## src/rtl/tfn_pkg.sv

```systemverilog
// Shared constants, types and width helpers for the triangle face normal block.
package tfn_pkg;

  // Three axes per vertex and per normal
  localparam int NUM_AXES = 3;

  // Each normal goes out once per vertex
  localparam int NUM_COPIES = 3;
  localparam int COPY_W = $clog2(NUM_COPIES);

  typedef logic [COPY_W-1:0] copy_cnt_t;

  localparam copy_cnt_t LAST_COPY = copy_cnt_t'(NUM_COPIES - 1);

  // Edge vector component: difference of two coordinates
  function automatic int diff_w(int coord_w);
    return coord_w + 1;
  endfunction

  // Signed product of a pair of edge components
  function automatic int prod_w(int coord_w);
    return 2 * diff_w(coord_w);
  endfunction

  // Cross product component: difference of two products
  function automatic int cross_w(int coord_w);
    return prod_w(coord_w) + 1;
  endfunction

  // Square of a cross component (sign bit of the operand not needed)
  function automatic int sq_w(int coord_w);
    return 2 * cross_w(coord_w) - 2;
  endfunction

  // Sum of three squares
  function automatic int sum_w(int coord_w);
    return sq_w(coord_w) + 2;
  endfunction

  // Remainder and partial product width in the square-root-free search
  function automatic int work_w(int coord_w, int frac_bits);
    return sum_w(coord_w) + 2 * frac_bits + 2;
  endfunction

  // Normal component: sign plus magnitude up to 2^frac_bits
  function automatic int normal_w(int frac_bits);
    return frac_bits + 2;
  endfunction

endpackage

```

## src/rtl/tfn_out.sv

```systemverilog
// Output register: signs the normal and sends it once per vertex.
module tfn_out #(
  parameter int NORMAL_FRAC_BITS = 14
) (
  input  logic clk_i,
  input  logic rst_ni,
  input  logic in_valid_i,
  output logic in_ready_o,
  input  logic degen_i,
  input  logic [tfn_pkg::NUM_AXES-1:0] neg_i,
  input  logic [tfn_pkg::NUM_AXES-1:0][NORMAL_FRAC_BITS:0] quo_i,
  output logic out_valid_o,
  input  logic out_ready_i,
  output logic [tfn_pkg::NUM_AXES-1:0][tfn_pkg::normal_w(NORMAL_FRAC_BITS)-1:0] normal_o,
  output logic last_o
);

  localparam int NA   = tfn_pkg::NUM_AXES;
  localparam int NW   = tfn_pkg::normal_w(NORMAL_FRAC_BITS);

  logic              valid_q, load, xfer, done;
  tfn_pkg::copy_cnt_t copy_q;
  logic [NA-1:0][NW-1:0] normal_d, normal_q;

  assign xfer       = valid_q && out_ready_i;
  assign done       = xfer && (copy_q == tfn_pkg::LAST_COPY);
  assign in_ready_o = !valid_q || done;
  assign load       = in_valid_i && in_ready_o;

  // Apply the sign; a degenerate triangle gives zeros
  for (genvar i = 0; i < NA; i++) begin : g_sign
    always_comb begin
      if (degen_i) begin
        normal_d[i] = '0;
      end else if (neg_i[i]) begin
        normal_d[i] = -NW'(quo_i[i]);
      end else begin
        normal_d[i] = NW'(quo_i[i]);
      end
    end
  end

  // Valid and copy counter
  always_ff @(posedge clk_i or negedge rst_ni) begin
    if (!rst_ni) begin
      valid_q <= 1'b0;
      copy_q  <= '0;
    end else if (load) begin
      valid_q <= 1'b1;
      copy_q  <= '0;
    end else if (done) begin
      valid_q <= 1'b0;
    end else if (xfer) begin
      copy_q  <= tfn_pkg::copy_cnt_t'(copy_q + 1'b1);
    end
  end

  // Payload
  always_ff @(posedge clk_i) begin
    if (load) begin
      normal_q <= normal_d;
    end
  end

  assign out_valid_o = valid_q;
  assign normal_o    = normal_q;
  assign last_o      = (copy_q == tfn_pkg::LAST_COPY);

endmodule

```

## config.mk

```make
export PLATFORM = sky130hd
export DESIGN_NAME = tfn_out
export DESIGN_NICKNAME = d
export VERILOG_FILES = /design/src/rtl/tfn_pkg.sv /design/src/rtl/tfn_out.sv
export SDC_FILE = /design/constraint.sdc
export NUM_CORES = 1
export LEC_CHECK = 0
export CORE_UTILIZATION = 28
export DETAILED_ROUTE_END_ITERATION = 7
export DONT_BUFFER_PORTS = 1
export MAX_ROUTING_LAYER = met4
export PLACE_DENSITY = 0.45
export SLEW_MARGIN = 20
export SYNTH_ARGS = -nofsm -noshare
export SYNTH_HDL_FRONTEND = slang
export SYNTH_SLANG_ARGS = --single-unit
```

## constraint.sdc

```tcl
create_clock -name clk_i -period 3.83 [get_ports clk_i]
set_input_delay 0.1915 -clock clk_i [delete_from_list [all_inputs] [get_ports clk_i]]
set_output_delay 0.1915 -clock clk_i [all_outputs]
set_load 0.05 [all_outputs]
```

==> impl_metrics.env <==
export IMPL_htreeDepth=2
export IMPL_swShare_pct=36.3
export IMPL_die_y_um=103
export IMPL_detail_route_wl_per_cell_um=16.6
export IMPL_dp_hpwl_mm=4.56
export IMPL_synth_most_common_cell="nor2_1"
export IMPL_cts_tree="built"
export IMPL_gp_congestion=0.702
export IMPL_antenna_found_initial=0
export IMPL_slew_headroom_pct=58.6
export IMPL_grt_max_degree=50
export IMPL_fmax_mhz=361
export IMPL_syn_area_mm2=0.00288
export IMPL_r2r_start="copy_q[0]"
export IMPL_syn_nets=308
export IMPL_path_buf_inv=2
export IMPL_ys_types=36
export IMPL_min_delay_path_class="in -> reg"
export IMPL_die_area_mm2=0.0107
export IMPL_cts_sinks=51
export IMPL_netlist_area_leader_share_pct=50.0
export IMPL_yosys_most_used_dff="edfxtp_1"
export IMPL_vias=1867
export IMPL_power_density_mw_per_mm2=495
export IMPL_num_rows=36
export IMPL_area_growth_pct=9.21
export IMPL_path_delay_family="simple AND/OR/NAND/NOR gates"
export IMPL_pin_count=104
export IMPL_grt_pass1_vias=1870
export IMPL_p_comb_share_pct=15.1
export IMPL_ant_nets=0
export IMPL_min_delay_start="degen_i"
export IMPL_drv_cap=0
export IMPL_finalClockSkew_ns=0.00906
export IMPL_cts_root_buffer="clkbuf_8"
export IMPL_async_reset_ff_share_pct=5.88
export IMPL_syn_area_per_cell_um2=11.5
export IMPL_start_kind="flop"
export IMPL_numPortBuffers=0
export IMPL_dr_first_iter_drc_count=40
export IMPL_cp_startpoint="copy_q[0]"
export IMPL_n_fill_cell=1011
export IMPL_crit_path_frequent_cell="nand2_1"
export IMPL_internal_power_w=0.000992
export IMPL_worst_slew_pin_slew_ns=0.621
export IMPL_switchingPower_w=0.000566
export IMPL_seq_power_share_pct=61.2
export IMPL_drc_errors=0
export IMPL_path_class="reg -> reg"
export IMPL_drive_gt1_share_pct=11.2
export IMPL_start_util_pct=29.2
export IMPL_cp_required_ns=3.83
export IMPL_setup_worst_path_end_class="flop"
export IMPL_path_cells="inv_1, ha_1, nand2_1, nand2_1, and2_2, buf_12"
export IMPL_cts_path_max_buffers=2
export IMPL_ir_drop_uv=281
export IMPL_crit_path_max_fanout=26
export IMPL_p_leak_nw=1.07
export IMPL_cts_resized=0
export IMPL_final_min_clock_period_ns=2.77
export IMPL_die_w_um=103
export IMPL_grt_ovfl_total=0
export IMPL_wirelength_mm=6.36
export IMPL_n_antenna_cell=0
export IMPL_nets=307
export IMPL_setup_tns_final_ns=0
export IMPL_synthTopCellsByArea="edfxtp_1, xor2_1, nor2_1"
export IMPL_finalHoldViolCount=0
export IMPL_yosysSeqAreaShare_pct=52.6
export IMPL_crit_slowest_cell="and2_2"
export IMPL_cp_arrival_ns=2.77
export IMPL_rsz0062_at_grt="no"
export IMPL_outcome="completed"
export IMPL_yosysTopAreaCell="edfxtp_1"
export IMPL_setup_viol_count_final=0
export IMPL_ys_warn_count=0
export IMPL_netlist_instances=251
export IMPL_max_stage_delay_ns=0.66
export IMPL_drt_pass1_iterations=4
export IMPL_track_usage_pct=12.3
export IMPL_synth_edf_count=48
export IMPL_cts_clk_slew_worst_paths_ns=0.10
export IMPL_cts_made_buffers=5
export IMPL_yosys_register_bits=51
export IMPL_grt_pass1_wl_mm=9.56
export IMPL_clkPwrFrac_pct=23.7
export IMPL_core_mm2=0.00986
export IMPL_clock_latency_ns=0.30
export IMPL_synthTopCellsByCount="nor2_1, edfxtp_1, xor2_1"
export IMPL_slew_violations=0
export IMPL_fin_util_pct=31.9
export IMPL_routed_via_density=4.86
export IMPL_fin_crit_sh_pct=72.3
cell type report:
class / count / area [µm²] / area share, %
Clock inverter: 3 / 38.8 / 1.23
Multi-Input combinational cell: 179 / 1280 / 40.6
Inverter: 10 / 37.5 / 1.19
Clock buffer: 5 / 68.8 / 2.19
Timing Repair Buffer: 3 / 40.0 / 1.27
Sequential cell: 51 / 1520 / 48.2
Tap cell: 133 / 166 / 5.29
sequential cells by signal, summed over array words and instances (netlist names):
name and count:
copy_q 2, normal_o 48, out_valid_o 1
worst paths after layout:
path / end / slack [ns] / cells after the start
max: normal_o[31] / 1.06 / 6
min: normal_o[39] / 0.07 / 1
max reg2reg: normal_o[31] / 1.06 / 6
min reg2reg: copy_q[0] / 0.51 / 1
max in group asynchronous: out_valid_o / 3.55 / 1
min in group asynchronous: copy_q[1] / 0.14 / 1
cells in the final DEF (no fill, tap or decap), drive strengths merged:
| cell | count |
|---|---|
| a211oi | 1 |
| a21boi | 3 |
| a21oi | 6 |
| a22o | 2 |
| and2 | 1 |
| buf | 1 |
| bufinv | 1 |
| clkbuf | 5 |
| clkinv | 2 |
| dfrtp | 3 |
| dlygate4sd3 | 2 |
| edfxtp | 48 |
| ha | 4 |
| inv | 10 |
| mux2 | 1 |
| mux2i | 4 |
| nand2 | 3 |
| nand2b | 4 |
| nor2 | 50 |
| nor2b | 3 |
| nor3 | 2 |
| nor4 | 2 |
| o21ai | 7 |
| o22ai | 1 |
| o31ai | 13 |
| o41ai | 13 |
| or2 | 5 |
| or3 | 8 |
| or4 | 8 |
| or4b | 2 |
| xnor2 | 5 |
| xor2 | 31 |
cells by family after synthesis:
family	synth area share [%]
mux	1.78
buf+inv	3.04
flops	52.6
xor+xnor	10.9
compound gates	13.8
fa+ha+maj	1.74
simple gates	16.1
stage by stage:
step | hold WS [ns] | total power (W) | worst slack, ns | instance area [µm²] | instances
after floorplan | -0.104 | 0.00116 | 0.755 | 2880 | 251
after global placement | -0.104 | 0.00120 | 1.10 | 3020 | 374
after detailed placement | -0.104 | 0.00120 | 1.07 | 3020 | 374
after CTS | 0.0475 | 0.00158 | 1.05 | 3150 | 384
after global routing | 0.0424 | 0.00163 | 0.921 | 3150 | 384
final | 0.0658 | 0.00156 | 1.06 | 3150 | 384
power groups by stage:
| stage | Sequential [W] | Combinational [W] | Clock (W) |
|---|---|---|---|
| 2_1_floorplan | 0.000957 | 0.000199 | 0 |
| 4_1_cts | 0.000956 | 0.000239 | 0.000388 |
| 3_5_place_dp | 0.000968 | 0.000236 | 0 |
| 5_1_grt | 0.000964 | 0.000260 | 0.000411 |
| 6_report | 0.000954 | 0.000235 | 0.000369 |
| 3_3_place_gp | 0.000968 | 0.000231 | 0 |
routing by layer:
layer	routed length, µm	global-route usage [%]	up-vias
li1	-	-	917
met1	2770	14.7	871
met2	2830	18.5	74
met3	689	5.65	5
met4	62	3.36	0
met5	0	-	-
repair_timing:
| item | CTS | global route |
|---|---|---|
| endpoints found under the hold margin | 4 | 0 |
| hold buffers | 2 | 0 |
| buffers inserted | 0 | 0 |
(Power assumes the default switching activity.)
