<file path="src/rtl/tfn_pkg.sv">
// Shared constants, types and width helpers for the triangle face normal block.
package tfn_pkg;

  // Three axes per vertex and per normal
  localparam int NUM_AXES = 3;

  // Each normal goes out once per vertex
  localparam int NUM_COPIES = 3;
  localparam int COPY_W = $clog2(NUM_COPIES);

  typedef logic [COPY_W-1:0] copy_cnt_t;

  localparam copy_cnt_t LAST_COPY = copy_cnt_t'(NUM_COPIES - 1);

  // Edge vector component: difference of two coordinates
  function automatic int diff_w(int coord_w);
    return coord_w + 1;
  endfunction

  // Signed product of a pair of edge components
  function automatic int prod_w(int coord_w);
    return 2 * diff_w(coord_w);
  endfunction

  // Cross product component: difference of two products
  function automatic int cross_w(int coord_w);
    return prod_w(coord_w) + 1;
  endfunction

  // Square of a cross component (sign bit of the operand not needed)
  function automatic int sq_w(int coord_w);
    return 2 * cross_w(coord_w) - 2;
  endfunction

  // Sum of three squares
  function automatic int sum_w(int coord_w);
    return sq_w(coord_w) + 2;
  endfunction

  // Remainder and partial product width in the square-root-free search
  function automatic int work_w(int coord_w, int frac_bits);
    return sum_w(coord_w) + 2 * frac_bits + 2;
  endfunction

  // Normal component: sign plus magnitude up to 2^frac_bits
  function automatic int normal_w(int frac_bits);
    return frac_bits + 2;
  endfunction

endpackage

</file>
<file path="src/rtl/tfn_div_step.sv">
// One bit of the normalising search for all three axes, one register stage.
module tfn_div_step #(
  parameter int COORD_WIDTH      = 16,
  parameter int NORMAL_FRAC_BITS = 14,
  parameter int STEP_BIT         = 14
) (
  input  logic clk_i,
  input  logic rst_ni,
  input  logic in_valid_i,
  output logic in_ready_o,
  input  logic [tfn_pkg::sum_w(COORD_WIDTH)-1:0] sum_i,
  input  logic degen_i,
  input  logic [tfn_pkg::NUM_AXES-1:0] neg_i,
  input  logic [tfn_pkg::NUM_AXES-1:0][NORMAL_FRAC_BITS:0] quo_i,
  input  logic [tfn_pkg::NUM_AXES-1:0]
               [tfn_pkg::work_w(COORD_WIDTH, NORMAL_FRAC_BITS)-1:0] rem_i,
  input  logic [tfn_pkg::NUM_AXES-1:0]
               [tfn_pkg::work_w(COORD_WIDTH, NORMAL_FRAC_BITS)-1:0] qs_i,
  output logic out_valid_o,
  input  logic out_ready_i,
  output logic [tfn_pkg::sum_w(COORD_WIDTH)-1:0] sum_o,
  output logic degen_o,
  output logic [tfn_pkg::NUM_AXES-1:0] neg_o,
  output logic [tfn_pkg::NUM_AXES-1:0][NORMAL_FRAC_BITS:0] quo_o,
  output logic [tfn_pkg::NUM_AXES-1:0]
               [tfn_pkg::work_w(COORD_WIDTH, NORMAL_FRAC_BITS)-1:0] rem_o,
  output logic [tfn_pkg::NUM_AXES-1:0]
               [tfn_pkg::work_w(COORD_WIDTH, NORMAL_FRAC_BITS)-1:0] qs_o
);

  localparam int NA     = tfn_pkg::NUM_AXES;
  localparam int SUM_W  = tfn_pkg::sum_w(COORD_WIDTH);
  localparam int WORK_W = tfn_pkg::work_w(COORD_WIDTH, NORMAL_FRAC_BITS);
  localparam int Q_W    = NORMAL_FRAC_BITS + 1;

  logic valid_q, load;

  logic [WORK_W-1:0]         sum_sq_sh, sum_sh;
  logic [NA-1:0][WORK_W-1:0] qs_sh;
  logic [NA-1:0][WORK_W:0]   trial;
  logic [NA-1:0]             take;
  logic [NA-1:0][Q_W-1:0]    quo_d, quo_q;
  logic [NA-1:0][WORK_W-1:0] rem_d, rem_q, qs_d, qs_q;
  logic [SUM_W-1:0]          sum_q;
  logic                      degen_q;
  logic [NA-1:0]             neg_q;

  assign in_ready_o = !valid_q || out_ready_i;
  assign load       = in_valid_i && in_ready_o;

  // S * 2^(2b) and S * 2^b for the current bit b
  assign sum_sq_sh = WORK_W'(sum_i) << (2 * STEP_BIT);
  assign sum_sh    = WORK_W'(sum_i) << STEP_BIT;

  // (q + 2^b)^2 S = q^2 S + q S 2^(b+1) + S 2^(2b); the remainder holds
  // r^2 2^(2F) - q^2 S, so the bit is kept when the trial stays non-negative
  for (genvar i = 0; i < NA; i++) begin : g_lane
    assign qs_sh[i] = qs_i[i] << (STEP_BIT + 1);
    assign trial[i] = {1'b0, rem_i[i]} - {1'b0, qs_sh[i]} - {1'b0, sum_sq_sh};
    // A magnitude already at 2^F takes no further bits
    assign take[i]  = !degen_i && !quo_i[i][Q_W-1] && !trial[i][WORK_W];

    assign quo_d[i] = take[i] ? (quo_i[i] | (Q_W'(1) << STEP_BIT)) : quo_i[i];
    assign rem_d[i] = take[i] ? trial[i][WORK_W-1:0] : rem_i[i];
    assign qs_d[i]  = take[i] ? (qs_i[i] + sum_sh) : qs_i[i];
  end

  // Valid bit
  always_ff @(posedge clk_i or negedge rst_ni) begin
    if (!rst_ni) begin
      valid_q <= 1'b0;
    end else if (in_ready_o) begin
      valid_q <= in_valid_i;
    end
  end

  // Payload
  always_ff @(posedge clk_i) begin
    if (load) begin
      sum_q   <= sum_i;
      degen_q <= degen_i;
      neg_q   <= neg_i;
      quo_q   <= quo_d;
      rem_q   <= rem_d;
      qs_q    <= qs_d;
    end
  end

  assign out_valid_o = valid_q;
  assign sum_o       = sum_q;
  assign degen_o     = degen_q;
  assign neg_o       = neg_q;
  assign quo_o       = quo_q;
  assign rem_o       = rem_q;
  assign qs_o        = qs_q;

endmodule

</file>
<file path="config.mk">
export PLATFORM = sky130hd
export DESIGN_NAME = tfn_div_step
export DESIGN_NICKNAME = d
export VERILOG_FILES = /design/src/rtl/tfn_pkg.sv /design/src/rtl/tfn_div_step.sv
export SDC_FILE = /design/constraint.sdc
export NUM_CORES = 2
export LEC_CHECK = 0
export BUFFER_PORTS_ARGS = -buffer_cell sky130_fd_sc_hd__buf_2
export CAP_MARGIN = 5
export CORE_AREA = 8 8 562 564
export CTS_BUF_LIST = sky130_fd_sc_hd__clkbuf_16
export CTS_CLUSTER_DIAMETER = 200
export DETAILED_ROUTE_END_ITERATION = 12
export DIE_AREA = 0 0 570 572
export SETUP_SLACK_MARGIN = 0.1
export SLEW_MARGIN = 10
export SYNTH_ARGS = -nofsm -noshare
export SYNTH_HDL_FRONTEND = slang
export SYNTH_SLANG_ARGS = --single-unit
</file>
<file path="constraint.sdc">
create_clock -name clk_i -period 46.4 [get_ports clk_i]
set_clock_uncertainty 0.05 [all_clocks]
set_input_delay 2.32 -clock clk_i [delete_from_list [all_inputs] [get_ports clk_i]]
set_output_delay 2.32 -clock clk_i [all_outputs]
set_load 0.01 [all_outputs]
</file>
==> reports/metrics.yaml <==
status: "finished clean"
cts_resized: 0
syn-num-nets: 8015
r2r_setup_slack_ns: 41.70
core_area_sq_um: 307100
layout-drive-gt1-share_pct: 21.97
dp_cells: 11890
drtIter0Drc: 5781
die_w_um: 570
antenna_found_initial: 178
cp.required_ns: 46.93
clk_pin_slew_ns: 0.06
ys_warn_count: 0
crit_path_start_kind: "input port"
place_hpwl_um: 339400
cts-root-buf: "clkbuf_16"
synth-edff-count: 719
cts_tree: "done"
grt_max_degree: 191
gp_congestion: 1.000
cp-end-kind: "flop"
totalWireLength_um: 388200
final_cells: 12140
rsz0062_at_grt: "false"
maxCapViolCount: 0
io_pins: 1444
fin_crit_sh_pct: 20.18
die-area_sq_um: 326000
initial_core_util_pct: 19.64
cp_slowest_cell: "nor3_1"
arrival_ns: 9.89
cts_max_path_buffers: 4
hold_path_class: "flop to flop"
insertion_delay_ns: 0.79
overflow: 0
slew_headroom_pct: 12.38
grt_pass1_vias: 57390
syn_to_final_growth_pct: 25.32
synth.yosys.seq_area_share_pct: 35.84
numCtsBuffers: 103
h-tree-depth: 3
drt-pass1-iter-count: 6
nNetsFinal: 9322
final.min_clock_period_ns: 9.366
netlist_instances: 6566
critPathMaxFanout: 190
syn_area_sq_um: 60320
clock_sinks: 720
post_cts_buffers: 0
vias: 58790
critical-path-top-delay-family: "simple AND/OR/NAND/NOR gates"
worstSetupPathType: "input port to flop"
drt-wirelength-per-cell_um: 31.99
fillers: 33670
syn-mean-instance-area_sq_um: 9.186
drc: 0
synth-main-ff-cell: "edfxtp_1"
max_freq_ghz: 0.1068
final_common_cell: "buf_2"
hold_viol_final: 0
synth_seq_cells: 720
path_cells: "buf_2 > inv_1 > fa_1 > ha_1 > nand4_1 > nor3_1 > nand3_1 > nor3_1 > o311ai_2 > nand3b_1 > a2111oi_0 > and3b_4 > buf_12 > buf_4 > mux2_2"
p_leak_nw: 33.08
max_stage_delay_ns: 0.93
antenna_left: 0
hold_buffers: 0
final_cell_mix: "buf_2, nand2_1, edfxtp_1"
grt_pass1_wl_um: 507400
synth-async-reset-ratio_pct: 0.1389
finalSetupViolCount: 0
tightest_slew_ns: 1.314
netlist-cell-type-count: 91
power_density_nw_per_um2: 36.40
cp_common_cell: "nor3_1"
io_buffer_count: 1443
globalRouteTotalUtil_pct: 22.56
via_per_inst: 4.844
die_h_um: 572
path_buf_inv: 4
drv_slew: 0
max-vdd-ir-drop_v: 0.00003526
rows: 204
fin_tns_setup_ns: 0
## metal layers
| layer | share of wire (%) | up-vias | routed length, um | track usage, % |
|---|---|---|---|---|
| met3 | 8.3 | 628 | 32130 | 5.463 |
| met5 | 0.12 | - | 480 | 0 |
| met2 | 49 | 3015 | 189500 | 39.67 |
| met4 | 4.4 | 74 | 17090 | 8.502 |
| met1 | 38 | 28770 | 149000 | 26.52 |
| li1 | - | 26300 | - | - |
## power by group
part	leakage (nW)	total (mW)	internal (mW)	switching [mW]
sequential	6.88	0.804	0.785	0.0191
combinational	24.5	1.14	0.371	0.764
clock	1.68	0.812	0.469	0.343
## layout make-up
type / count / area, sq um / share of cell area (%)
Inverter: 538 / 2019 / 2.672
Sequential cell: 720 / 21620 / 28.60
Multi-Input combinational cell: 5004 / 35600 / 47.09
Clock inverter: 78 / 728.2 / 0.9634
Timing Repair Buffer: 1506 / 7707 / 10.20
Clock buffer: 104 / 2603 / 3.443
Antenna cell: 66 / 165.2 / 0.2185
Tap cell: 4120 / 5155 / 6.820
## cell families after synthesis
| kind of cell | Yosys count | synth area share, % |
|---|---|---|
| buffers and inverters | 842 | 5.304 |
| AOI/OAI and AO/OA | 2055 | 20.61 |
| DFF | 720 | 35.84 |
| and+or+nand+nor | 1720 | 13.18 |
| muxes | 14 | 0.2572 |
| adders and majority gates | 726 | 17.71 |
| xor gates and xnor gates | 489 | 7.101 |
## worst register-to-register path: cells and delay by family, from the launching register on
family / cells / cell delay [ns]
buf+inv: 4 / 2.97
flops: 1 / 0.42
simple gates: 2 / 0.82
## synthesized netlist by cell type, types with 21 or more instances
| library cell | number | area, sq um |
|---|---|---|
| o211ai_1 | 33 | 247.7 |
| and3_1 | 51 | 319.1 |
| nand3_1 | 119 | 595.6 |
| o21a_1 | 33 | 247.7 |
| ha_1 | 513 | 6419 |
| o21ai_0 | 714 | 3573 |
| a21o_1 | 277 | 2079 |
| or2_2 | 24 | 150.1 |
| a211oi_1 | 38 | 285.3 |
| and2_1 | 43 | 269.0 |
| or3_1 | 21 | 131.4 |
| o21bai_1 | 98 | 735.7 |
| xnor2_1 | 297 | 2601 |
| a31oi_1 | 42 | 262.8 |
| edfxtp_1 | 719 | 21590 |
| clkbuf_1 | 273 | 1025 |
| fa_1 | 213 | 4264 |
| nor2b_1 | 43 | 269.0 |
| o31ai_1 | 35 | 262.8 |
| nor2_1 | 256 | 960.9 |
| nand2_1 | 823 | 3089 |
| nor3_1 | 86 | 430.4 |
| inv_1 | 537 | 2016 |
| nand4_1 | 151 | 944.7 |
| a21oi_1 | 573 | 2868 |
| xor2_1 | 192 | 1682 |
| nand2b_1 | 38 | 237.7 |
## sequential cells by signal, summed over array words and instances (netlist names)
register,count
out_valid_o,1
neg_o,3
degen_o,1
qs_o,300
rem_o,300
quo_o,45
sum_o,70
## path summary, 6_finish.rpt
| path | cells past startpoint | startpoint | end |
|---|---|---|---|
| worst max-delay path | 15 | sum_i[32] | qs_o[214] |
| worst min-delay path | 2 | out_valid_o | out_valid_o |
| worst max register to register | 6 | out_valid_o | qs_o[241] |
| worst min register to register | 2 | out_valid_o | out_valid_o |
| max in group asynchronous | 1 | rst_ni | out_valid_o |
| min in group asynchronous | 1 | rst_ni | out_valid_o |
## stage by stage
stage	setup WS, ns	power, mW	util [%]	cell area, sq um	hold WS (ns)
after CTS	37.05	2.769	24.56	75420	0.6453
after global routing	36.52	2.878	24.59	75490	0.6838
after global placement	35.93	1.947	23.47	72070	0.6334
after detailed placement	36.14	1.939	23.48	72090	0.6213
after floorplan	26.39	1.483	-	60320	0.5721
final	37.03	2.752	24.62	75590	0.6565
Power figures use the tool's default switching activity.
